### config.mk
export PLATFORM = sky130hd
export DESIGN_NAME = mpss_isqrt
export DESIGN_NICKNAME = d
export VERILOG_FILES = /design/src/rtl/core/multichannel_pwm_slew_shaper_assert.svh /design/src/rtl/core/mpss_pkg.sv /design/src/rtl/core/mpss_isqrt.sv
export SDC_FILE = /design/constraint.sdc
export NUM_CORES = 1
export LEC_CHECK = 0
export ABC_CLOCK_PERIOD_IN_PS = 18300
export BUFFER_PORTS_ARGS = -buffer_cell sky130_fd_sc_hd__buf_2
export CAP_MARGIN = 20
export CORE_MARGIN = 2
export CORE_UTILIZATION = 30
export CTS_BUF_LIST = sky130_fd_sc_hd__clkbuf_16
export CTS_CLUSTER_SIZE = 14
export DETAILED_ROUTE_END_ITERATION = 8
export GPL_TIMING_DRIVEN = 0
export HOLD_SLACK_MARGIN = 0.06
export PLACE_DENSITY = 0.44
export SLEW_MARGIN = 20
export SYNTH_ARGS = -nofsm -noshare
export SYNTH_HDL_FRONTEND = slang
export SYNTH_SLANG_ARGS = --single-unit
### constraint.sdc
create_clock -name i_clk -period 18.3 [get_ports i_clk]
set_input_delay 0.915 -clock i_clk [delete_from_list [all_inputs] [get_ports i_clk]]
set_output_delay 0.915 -clock i_clk [all_outputs]
set_load 0.1 [all_outputs]
### src/rtl/core/multichannel_pwm_slew_shaper_assert.svh
// Assertion macros for the PWM slew shaper checks.
`ifndef MULTICHANNEL_PWM_SLEW_SHAPER_ASSERT_SVH
`define MULTICHANNEL_PWM_SLEW_SHAPER_ASSERT_SVH

// Check a same-cycle implication outside reset.
`define MPSS_ASSERT_NOW(lbl, ante, cons, msg) \
    lbl: assert property (@(posedge i_clk) disable iff (!i_rst_n) (ante) |-> (cons)) \
        else $error(msg);

// Check an implication in the next cycle outside reset.
`define MPSS_ASSERT_NEXT(lbl, ante, cons, msg) \
    lbl: assert property (@(posedge i_clk) disable iff (!i_rst_n) (ante) |=> (cons)) \
        else $error(msg);

`endif

### src/rtl/core/mpss_pkg.sv
// Shared widths, request types and constants of the PWM slew shaper.
package mpss_pkg;

    localparam int SET_W   = 61;
    localparam int DIV_W   = 44;
    localparam int DVS_W   = 16;
    localparam int RCP_W   = 32;
    localparam int RAD_W   = 61;
    localparam int ROOT_W  = 31;

    localparam int DEF_CHANNELS    = 4;
    localparam int DEF_MIX_CHANNEL = 0;
    localparam int DEF_FULL_SCALE  = 1023;

    typedef struct packed {
        logic             start;
        logic [DIV_W-1:0] dividend;
        logic [DVS_W-1:0] divisor;
        logic [RCP_W-1:0] recip;
    } t_div_req;

    typedef struct packed {
        logic             start;
        logic [RAD_W-1:0] radicand;
    } t_sqrt_req;

    // log2 in Q16 by repeated squaring of a Q30 mantissa, truncating
    function automatic logic [19:0] log2_q16(input int unsigned v);
        int unsigned n;
        logic [63:0] m;
        logic [15:0] frac;
        n = 0;
        for (int i = 1; i < 32; i++) begin
            if ((v >> i) != 0) n = i;
        end
        m = 64'(v) << (30 - n);
        frac = '0;
        for (int k = 0; k < 16; k++) begin
            m = (m * m) >> 30;
            frac = {frac[14:0], 1'b0};
            if (m >= 64'h8000_0000) begin
                frac[0] = 1'b1;
                m = m >> 1;
            end
        end
        return {4'(n), frac};
    endfunction

    localparam logic [19:0] LOG2_TOP = log2_q16(1023);

endpackage

### src/rtl/core/mpss_isqrt.sv
// Integer square root, one result bit per cycle.
module mpss_isqrt (
    input  logic                         i_clk,
    input  logic                         i_rst_n,
    input  mpss_pkg::t_sqrt_req          i_req,
    output logic [mpss_pkg::ROOT_W-1:0]  o_root,
    output logic                         o_done
);
    import mpss_pkg::*;

    logic [RAD_W-1:0] r_x;
    logic [RAD_W:0]   r_res;
    logic [RAD_W-1:0] r_bit;
    logic             r_busy;
    logic             r_done;
    logic [RAD_W:0]   sum;
    logic             take;

    assign sum  = r_res + {1'b0, r_bit};
    assign take = {1'b0, r_x} >= sum;

    // Control: stop after the lowest bit pair
    always_ff @(posedge i_clk) begin
        if (!i_rst_n) begin
            r_busy <= 1'b0;
            r_done <= 1'b0;
        end else begin
            r_done <= 1'b0;
            if (i_req.start) begin
                r_busy <= 1'b1;
            end else if (r_busy && r_bit[0]) begin
                r_busy <= 1'b0;
                r_done <= 1'b1;
            end
        end
    end

    // Datapath: subtract trial square, shift root
    always_ff @(posedge i_clk) begin
        if (i_req.start) begin
            r_x   <= i_req.radicand;
            r_res <= '0;
            r_bit <= {1'b1, {(RAD_W-1){1'b0}}};
        end else if (r_busy) begin
            if (take) begin
                r_x   <= RAD_W'({1'b0, r_x} - sum);
                r_res <= (r_res >> 1) + {1'b0, r_bit};
            end else begin
                r_res <= r_res >> 1;
            end
            r_bit <= r_bit >> 2;
        end
    end

    assign o_root = r_res[ROOT_W-1:0];
    assign o_done = r_done;

endmodule

==> impl_metrics.csv <==
group,metric,value,unit
yosys,synth-warning-count,0,
global_route,grt_max_degree,24,
yosys,synth_nets,2064,
global_route,grt.total_usage,22.6,%
run_status,status,"completed",
finish,drive_above_1_share,10.7,%
cts,holdBufCountCts,0,
cts,cts-buffers-inserted,17,
sta,hold_viol_final,0,
pwr,p_int,1070,uW
detailed_routing,via_per_inst,5.56,
sta,setup_tns,0,ns
floorplan,ios,96,
yosys,postSynth.asyncResetShare,0,%
detailed_routing,drt-total-wl,56600,um
critical_path,r2r-end,"r_x[21]",
floorplan,fp.dieW,226,um
sta,drv_slew,0,
cts,cts_buffer_depth,2,
detailed_routing,vias,14800,
detailed_routing,wire_per_inst,21.2,um
pwr,p_sw_share,46.2,%
critical_path,endpoint_kind,"flip-flop",
global_route,grt_overflow_total,0,
cts,insertion_delay,0.49,ns
sta,tightest_slew,1.10,ns
sta,fmax,0.128,GHz
pwr,power_frac_seq,24.5,%
critical_path,cp-endpoint,"r_x[21]",
placement,dpl_cell_area,16200,um2
placement,gp_congestion,0.901,
global_route,grt_pass1_vias,14400,
placement,portBuffers,94,
cts,post_cts_buffers,0,
global_route,grt_pass1_wl,86400,um
yosys,syn_area,14800,um2
floorplan,die-area,51000,um2
detailed_routing,first_pass_iters,6,
finish,fin_nets,2181,
finish,finalInstanceArea,16800,um2
placement,dp.final_hpwl,44600,um
critical_path,startpoint,"r_res[2]",
cts,clock_sinks,156,
detailed_routing,postRouteAntennaNets,0,
floorplan,die_y,226,um
finish,layout_commonest_cell,"nand2_1",
cts,clk_pin_slew,0.07,ns
pwr,ir_drop,0.0000565,V
yosys,synth_flop_cell,"dfxtp_1",
finish,area_growth,13.8,%
yosys,synth.ff_latch_count,156,
critical_path,crit-reg2reg-launch,"r_res[2]",
cts,cts-root-buf,"clkbuf_16",
critical_path,setup.reg_to_reg.worst_slack,10.47,ns
floorplan,start_util,30.3,%
critical_path,required,18.54,ns
finish,fillerInstances,5210,
worst_hold_path,hp-class,"flip-flop to flip-flop",
critical_path,worstPathMaxFanout,23,
finish,layout_common_cells,"198 x nand2_1, 177 x nor2_1, 129 x o21ai_0",
yosys,netlist_instances,1874,
detailed_routing,drtIter0Drc,1369,
cts,h-tree-depth,4,
floorplan,core-area,48700,um2
pwr,p_leak,0.00651,uW
detailed_routing,drc,0,
sta,slew_headroom,26.6,%
yosys,synth_cell_types,85,
job,max_cap_violations,0,
critical_path,critPathArrivalTime,8.07,ns
pwr,pwr-share-clk,20.2,%
cts,ctsResizeCount,0,
sta,min_period,7.83,ns
pwr,switchingPower,922,uW
pwr,pwr-share-comb,55.3,%
cts,cts_tree,"done",
critical_path,startpoint_type,"flip-flop",
sta,worst_clock_skew,0.0188,ns
yosys,yosysSeqAreaShare,25.3,%
global_route,antenna_found_initial,0,
sta,finalSetupViolations,0,
critical_path,crit_type,"flip-flop to flip-flop",
sta,grt_setup_unrepaired,"false",
yosys,avgSynthCellArea,7.89,um2
yosys,synth-edff-count,61,
pwr,p_per_area,119,nW/um2
sta,period_share,42.8,%
floorplan,placementRows,81,
critical_path,reg2reg_depth,27,
finish,n_antenna_cell,0,
## how the worst min path moves through the flow
stage | startpoint | endpoint | depth (start not counted)
after CTS | r_bit[60] | r_bit[60] | 1
after global routing | r_bit[60] | r_bit[60] | 1
after global placement | r_bit[60] | r_bit[60] | 1
after floorplan | r_bit[60] | r_bit[60] | 1
final | r_bit[60] | r_bit[60] | 1
after detailed placement | r_bit[60] | r_bit[60] | 1
## power groups by stage
stage,Clock [uW],Combinational (uW),Sequential (uW)
detailed placement,0,1090,497
finish,402,1100,489
global placement,0,1080,505
CTS,416,1100,490
global route,427,1220,496
floorplan,0,792,480
## final cells by class
cell class                 count  area [um2]  area share (%)
buffer                       135         689            4.10
clock buffer                  20         500            2.98
clock inverter                12         140           0.833
inverter                      46         173            1.03
multi-input combinational   1537       10200            60.6
sequential                   156        3730            22.2
tap                          664         831            4.94
timing repair buffer          98         557            3.31
## critical path: stages (launching register included)
cell      delay, ns
dfxtp_1        0.51
ha_1           0.35
a311oi_2       0.35
o31ai_2        0.19
a31oi_1        0.41
a21oi_1        0.20
a211o_2        0.42
o21ai_0        0.45
nand2_1        0.16
a31oi_1        0.28
o21bai_1       0.12
xnor2_1        0.27
ha_1           0.28
clkbuf_1       0.17
a21o_1         0.22
a21o_1         0.17
a21oi_1        0.19
nand2_1        0.10
o31ai_1        0.61
a21oi_1        0.21
o221ai_2       0.34
buf_6          0.22
buf_6          0.18
buf_6          0.22
buf_2          0.31
o21ai_4        0.18
buf_12         0.27
buf_16         0.17
## sequential cells by signal, indices dropped and copies added (netlist names)
register and count:
r_bit 31, r_res 62, r_x 61, r_busy 1, o_done 1
## layer usage
layer	track usage (%)	vias up	wire, um
met5	0	-	0
met4	8.52	0	1630
met3	3.55	63	2630
met2	34.9	430	24900
met1	31.5	7123	27400
li1	-	7228	-
## synth_stat cells, types with 22 or more instances
cell type    n  share of area, %
nand2_1    198               5.0
nor2_1     177               4.5
o21ai_0    130               4.4
ha_1       125                11
a21oi_1    118               4.0
dfxtp_1     95                13
clkbuf_1    80               2.0
xnor2_1     72               4.3
nand3_1     66               2.2
a31oi_1     64               2.7
edfxtp_1    61                12
xor2_1      53               3.1
mux2i_1     49               3.3
a21o_1      48               2.4
inv_1       45               1.1
nand4_1     42               1.8
buf_4       35               1.8
nor3_1      30               1.0
o31ai_1     26               1.3
and3_1      22              0.93
## stage by stage
step	total power, uW	setup slack [ns]	util [%]	cells	hold slack (ns)
5_1_grt	2140	10.09	34.5	2668	0.577
3_5_place_dp	1590	10.64	33.2	2636	0.541
6_report	1990	10.47	34.5	2668	0.551
2_1_floorplan	1270	8.66	-	1874	0.482
3_3_place_gp	1580	3.14	33.0	2632	0.540
4_1_cts	2000	10.59	34.5	2668	0.557
## kinds of logic after synthesis
| group | Yosys count | share of synthesized area [%] |
|---|---|---|
| simple gates | 637 | 20.3 |
| compound gates | 594 | 26.7 |
| buf+inv | 181 | 5.83 |
| flops | 156 | 25.3 |
| fa+ha+maj | 126 | 10.7 |
| xor+xnor | 125 | 7.41 |
| mux | 55 | 3.78 |
Note: power is estimated with default switching activity, not from simulation.
