File: config.mk
export PLATFORM = sky130hd
export DESIGN_NAME = mpss_div
export DESIGN_NICKNAME = d
export VERILOG_FILES = /design/src/rtl/core/multichannel_pwm_slew_shaper_assert.svh /design/src/rtl/core/mpss_pkg.sv /design/src/rtl/core/mpss_div.sv
export SDC_FILE = /design/constraint.sdc
export NUM_CORES = 2
export LEC_CHECK = 0
export BUFFER_PORTS_ARGS = -buffer_cell sky130_fd_sc_hd__buf_2
export CORE_ASPECT_RATIO = 1.1
export CORE_UTILIZATION = 40
export DETAILED_ROUTE_END_ITERATION = 10
export GPL_TIMING_DRIVEN = 0
export SLEW_MARGIN = 20
export SYNTH_ARGS = -nofsm -noshare
export SYNTH_HDL_FRONTEND = slang
export SYNTH_SLANG_ARGS = --single-unit
File: constraint.sdc
create_clock -name i_clk -period 11 [get_ports i_clk]
set_clock_uncertainty 0.1 [all_clocks]
set_input_delay 1.65 -clock i_clk [delete_from_list [all_inputs] [get_ports i_clk]]
set_output_delay 1.65 -clock i_clk [all_outputs]
set_load 0.02 [all_outputs]
File: src/rtl/core/multichannel_pwm_slew_shaper_assert.svh
// Assertion macros for the PWM slew shaper checks.
`ifndef MULTICHANNEL_PWM_SLEW_SHAPER_ASSERT_SVH
`define MULTICHANNEL_PWM_SLEW_SHAPER_ASSERT_SVH

// Check a same-cycle implication outside reset.
`define MPSS_ASSERT_NOW(lbl, ante, cons, msg) \
    lbl: assert property (@(posedge i_clk) disable iff (!i_rst_n) (ante) |-> (cons)) \
        else $error(msg);

// Check an implication in the next cycle outside reset.
`define MPSS_ASSERT_NEXT(lbl, ante, cons, msg) \
    lbl: assert property (@(posedge i_clk) disable iff (!i_rst_n) (ante) |=> (cons)) \
        else $error(msg);

`endif

File: src/rtl/core/mpss_pkg.sv
// Shared widths, request types and constants of the PWM slew shaper.
package mpss_pkg;

    localparam int SET_W   = 61;
    localparam int DIV_W   = 44;
    localparam int DVS_W   = 16;
    localparam int RCP_W   = 32;
    localparam int RAD_W   = 61;
    localparam int ROOT_W  = 31;

    localparam int DEF_CHANNELS    = 4;
    localparam int DEF_MIX_CHANNEL = 0;
    localparam int DEF_FULL_SCALE  = 1023;

    typedef struct packed {
        logic             start;
        logic [DIV_W-1:0] dividend;
        logic [DVS_W-1:0] divisor;
        logic [RCP_W-1:0] recip;
    } t_div_req;

    typedef struct packed {
        logic             start;
        logic [RAD_W-1:0] radicand;
    } t_sqrt_req;

    // log2 in Q16 by repeated squaring of a Q30 mantissa, truncating
    function automatic logic [19:0] log2_q16(input int unsigned v);
        int unsigned n;
        logic [63:0] m;
        logic [15:0] frac;
        n = 0;
        for (int i = 1; i < 32; i++) begin
            if ((v >> i) != 0) n = i;
        end
        m = 64'(v) << (30 - n);
        frac = '0;
        for (int k = 0; k < 16; k++) begin
            m = (m * m) >> 30;
            frac = {frac[14:0], 1'b0};
            if (m >= 64'h8000_0000) begin
                frac[0] = 1'b1;
                m = m >> 1;
            end
        end
        return {4'(n), frac};
    endfunction

    localparam logic [19:0] LOG2_TOP = log2_q16(1023);

endpackage

File: src/rtl/core/mpss_div.sv
// Divider by a fixed divisor: reciprocal multiply per 16-bit digit, then one correction.
module mpss_div (
    input  logic                        i_clk,
    input  logic                        i_rst_n,
    input  mpss_pkg::t_div_req          i_req,
    output logic [mpss_pkg::DIV_W-1:0]  o_quo,
    output logic                        o_done
);
    import mpss_pkg::*;

    localparam int DIG_W  = 16;
    localparam int NUM_W  = 48;
    localparam int DIGITS = NUM_W / DIG_W;
    localparam int CNT_W  = $clog2(DIGITS);

    localparam logic [1:0] P_EST  = 2'd0;
    localparam logic [1:0] P_BACK = 2'd1;
    localparam logic [1:0] P_FIX  = 2'd2;

    logic [NUM_W-1:0] r_num;
    logic [NUM_W-1:0] r_quo;
    logic [DVS_W-1:0] r_rem;
    logic [DVS_W-1:0] r_dvs;
    logic [RCP_W-1:0] r_rcp;
    logic [31:0]      r_t;
    logic [63:0]      r_est;
    logic [DIG_W-1:0] r_q0;
    logic [31:0]      r_qd;
    logic [1:0]       r_phase;
    logic [CNT_W-1:0] r_cnt;
    logic             r_busy;
    logic             r_done;
    logic [31:0]      t_cur;
    logic [31:0]      diff;
    logic             fix;
    logic [DIG_W-1:0] q_dig;
    logic [31:0]      rem_new;

    // Partial remainder with the next dividend digit brought down
    assign t_cur = {r_rem, r_num[NUM_W-1 -: DIG_W]};

    // The estimate is low by at most one: correct it once
    assign diff    = r_t - r_qd;
    assign fix     = diff >= 32'(r_dvs);
    assign q_dig   = r_q0 + DIG_W'(fix);
    assign rem_new = fix ? diff - 32'(r_dvs) : diff;

    // Control: steps through the estimate, multiply-back and fix phases for each quotient digit
    always_ff @(posedge i_clk) begin
        if (!i_rst_n) begin
            r_busy  <= 1'b0;
            r_done  <= 1'b0;
            r_phase <= P_EST;
            r_cnt   <= '0;
        end else begin
            r_done <= 1'b0;
            if (i_req.start) begin
                r_busy  <= 1'b1;
                r_phase <= P_EST;
                r_cnt   <= '0;
            end else if (r_busy) begin
                unique case (r_phase)
                    P_EST:   r_phase <= P_BACK;
                    P_BACK:  r_phase <= P_FIX;
                    default: begin
                        r_phase <= P_EST;
                        r_cnt   <= r_cnt + 1'b1;
                        if (r_cnt == CNT_W'(DIGITS - 1)) begin
                            r_busy <= 1'b0;
                            r_done <= 1'b1;
                        end
                    end
                endcase
            end
        end
    end

    // Datapath: estimate digit, multiply back, correct and shift
    always_ff @(posedge i_clk) begin
        if (i_req.start) begin
            r_num <= NUM_W'(i_req.dividend);
            r_quo <= '0;
            r_rem <= '0;
            r_dvs <= i_req.divisor;
            r_rcp <= i_req.recip;
        end else if (r_busy) begin
            unique case (r_phase)
                P_EST: begin
                    r_t   <= t_cur;
                    r_est <= 64'(t_cur) * 64'(r_rcp);
                end
                P_BACK: begin
                    r_q0 <= r_est[47:32];
                    r_qd <= 32'(r_est[47:32]) * 32'(r_dvs);
                end
                default: begin
                    r_quo <= {r_quo[NUM_W-DIG_W-1:0], q_dig};
                    r_num <= {r_num[NUM_W-DIG_W-1:0], {DIG_W{1'b0}}};
                    r_rem <= rem_new[DVS_W-1:0];
                end
            endcase
        end
    end

    assign o_quo  = r_quo[DIV_W-1:0];
    assign o_done = r_done;

endmodule

==> impl_metrics.yaml <==
run_status:
  status: "finished, violations left"
  violations: "DRC"
critical_path:
  cpMostUsedCell: "fa_1"
  cp_max_fo: 10
  crit_end: "r_est[43]"
  cp-start-kind: "register"
  r2r_end: "r_est[43]"
  critPathSlowestCell: "o21ai_0"
  reg2reg_slack_ns: 0.92
  critPathMaxStageDelay_ns: 0.84
  cp.required_ns: 11.21
  path_cells: "clkbuf_1 -> clkbuf_1 -> nand2_1 -> fa_1 -> fa_1 -> fa_1 -> fa_1 -> inv_1 -> fa_1 -> fa_1 -> fa_1 -> fa_1 -> ha_1 -> nand3_1 -> nor2_1 -> nand3_1 -> o21ai_0 -> o211ai_1 -> a311oi_1 -> and3_1 -> o21ai_0 -> nor2b_1 -> xnor2_1"
  worst_ep_arrival_time_ns: 10.30
  worstReg2RegStart: "r_rem[3]"
  crit_type: "register to register"
  cp-end-kind: "register"
  startpoint: "r_rem[3]"
  ff2ff_path_depth: 23
global_route:
  antenna_found_initial: 12
  grt_max_degree: 44
  grt_pass1_vias: 36990
  overflow: 0
  grt_pass1_wl_um: 235000
  grt_usage_pct: 26.9
clock_tree:
  cts_tree: "built"
  cts_buffers: 36
  cts_resized: 0
  h-tree-depth: 2
  clock_sinks: 258
  hold_buffers: 0
  postCtsSetupBuffers: 0
  clock_latency_ns: 0.62
  path_clk_slew_ns: 0.06
  clk_path_buf_depth: 3
  root_buffer: "clkbuf_16"
floorplanning:
  die_w_um: 329
  io_pins: 140
  die_y_um: 362
  dieArea_sq_um: 119000
  num_rows: 131
  start_util_pct: 40.5
  design.core.area_sq_um: 116000
place:
  hpwl_um: 131000
  post_dp_cell_area_sq_um: 49900
  io_buffers: 139
  globalplace.congestion: 1.02
finish:
  final_cell_mix: "1035 x inv_1, 974 x fa_1, 661 x and2_1, 646 x nand2_1, 327 x ha_1"
  drive_gt1_share_pct: 5.31
  area_growth_pct: 8.41
  num-nets-final: 6473
  final_common_cell: "inv_1"
  fin_area_sq_um: 51000
route:
  wl_um: 157000
  vias: 34700
  routedWlPerCell_um: 23.6
  drtIter0Drc: 2762
  ant_nets: 0
  firstDrtPassIters: 11
  drcViolationCount: 30
  viasPerCell: 5.22
timing:
  report.final.slew_viol_count: 0
  worstMarginPinSlew_ns: 1.22
  rsz0062_at_grt: "no"
  final_hold_viol_count: 0
  min_period_over_period_pct: 91.6
  setup_violations: 0
  relSlewSlack_pct: 18.7
  min_period_ns: 10.08
  fmax_mhz: 99.2
synthesis:
  syn-num-nets: 6282
  synthesis.area_sq_um: 47100
  ys_async_sr_fraction_pct: 0
  yosysSeqAreaShare_pct: 15.0
  ys_ff_latch: 258
  yosysUniqueCellTypes: 77
  ys.flop_type: "edfxtp_1"
  syn_avg_cell_area_sq_um: 9.64
  synthCells: 4886
  synth_edf_count: 188
  ys_warn_count: 0
hold_path:
  hold_depth: 0
  hold_class: "register to register"
job:
  maxCapViolCount: 0
==> worst max-delay path, delay by kind of cell, from the launching register on <==
| family | cells | cell delay, ns |
|---|---|---|
| adder cells (fa/ha/maj) | 9 | 4.31 |
| AO/OA/AOI/OAI | 4 | 1.82 |
| buffers and inverters | 3 | 1.40 |
| AND/OR/NAND/NOR | 6 | 1.28 |
| flip-flops | 1 | 0.47 |
| XOR/XNOR | 1 | 0.40 |
==> cells in the mapped netlist, types with 15 or more instances <==
cell type	number	area share, %
xor2_1	29	0.54
fa_1	974	41
nor2_1	70	0.56
o21ai_0	46	0.49
o211ai_1	18	0.29
nor2b_1	21	0.28
nor3_1	28	0.30
mux2_2	31	0.74
clkbuf_1	237	1.9
a21o_1	31	0.49
and3_1	20	0.27
ha_1	327	8.7
nand3_1	29	0.31
nand2b_1	15	0.20
a211oi_1	19	0.30
nand3b_1	17	0.27
and2_1	661	8.8
inv_1	1035	8.3
xnor2_1	82	1.5
o21a_1	16	0.26
a21oi_1	104	1.1
nand2_1	646	5.1
or3_1	15	0.20
dfxtp_1	70	3.0
edfxtp_1	188	12
==> metal layers <==
| layer | share of wire (%) | global-route usage (%) | routed length (um) | vias up |
|---|---|---|---|---|
| li1 | - | - | - | 15117 |
| met1 | 41 | 35.2 | 63900 | 17767 |
| met3 | 7.9 | 5.55 | 12400 | 399 |
| met4 | 5.5 | 12.9 | 8680 | 14 |
| met5 | 0.061 | 0 | 95 | - |
| met2 | 46 | 42.6 | 71500 | 1403 |
==> area by class of cell <==
| class | instances | area [sq um] |
|---|---|---|
| fillers | 11339 | 65300 |
| multi-input cells | 3346 | 35200 |
| flip-flops and latches | 258 | 7050 |
| inverters | 1035 | 3880 |
| well taps | 1529 | 1910 |
| clock buffers | 44 | 952 |
| plain buffers | 247 | 930 |
| repair buffers | 153 | 847 |
| clock inverters | 22 | 200 |
| diodes | 11 | 27.5 |
==> cell families (layout without fill, tap and decap cells) <==
kind of cell | count (synthesis) | count (layout) | synth area share, %
AND/OR/NAND/NOR | 1576 | 1576 | 17.2
adder cells (fa/ha/maj) | 1301 | 1301 | 50.1
buffers and inverters | 1282 | 1501 | 10.2
AO/OA/AOI/OAI | 323 | 323 | 4.67
flip-flops | 258 | 258 | 15.0
XOR/XNOR | 111 | 111 | 2.06
multiplexers | 35 | 35 | 0.826
other | 0 | 11 | 0
==> state kept, by name, summed over array words and instances, names as in the netlist, 16 cells and up <==
signal and cells:
r_dvs 16, r_est 16, r_num 48, r_q0 16, r_qd 32, r_quo 44
r_rcp 32, r_rem 16, r_t 32
==> worst min path at each step <==
stage / to / start / slack, ns
after floorplan: r_t[21] / r_rem[5] / 0.31
after global placement: r_t[21] / r_rem[5] / 0.33
after detailed placement: r_t[21] / r_rem[5] / 0.33
after CTS: r_t[22] / r_rem[6] / 0.33
after global routing: r_t[22] / r_rem[6] / 0.35
final: r_t[22] / r_rem[6] / 0.34
==> through the flow <==
stage	hold WS, ns	worst slack [ns]	util (%)	setup TNS, ns	cells
6_report	0.337	0.920	43.9	0	6645
5_1_grt	0.346	0.623	43.8	0	6634
4_1_cts	0.335	0.880	43.8	0	6634
3_5_place_dp	0.329	0.933	42.8	0	6568
3_3_place_gp	0.334	-1.38	42.7	-11.68	6554
2_1_floorplan	0.306	3.68	-	0	4886
Power is left out: the tool's default activity adds up to more than one toggle a clock period on the data nets, which glitch-free logic cannot reach.
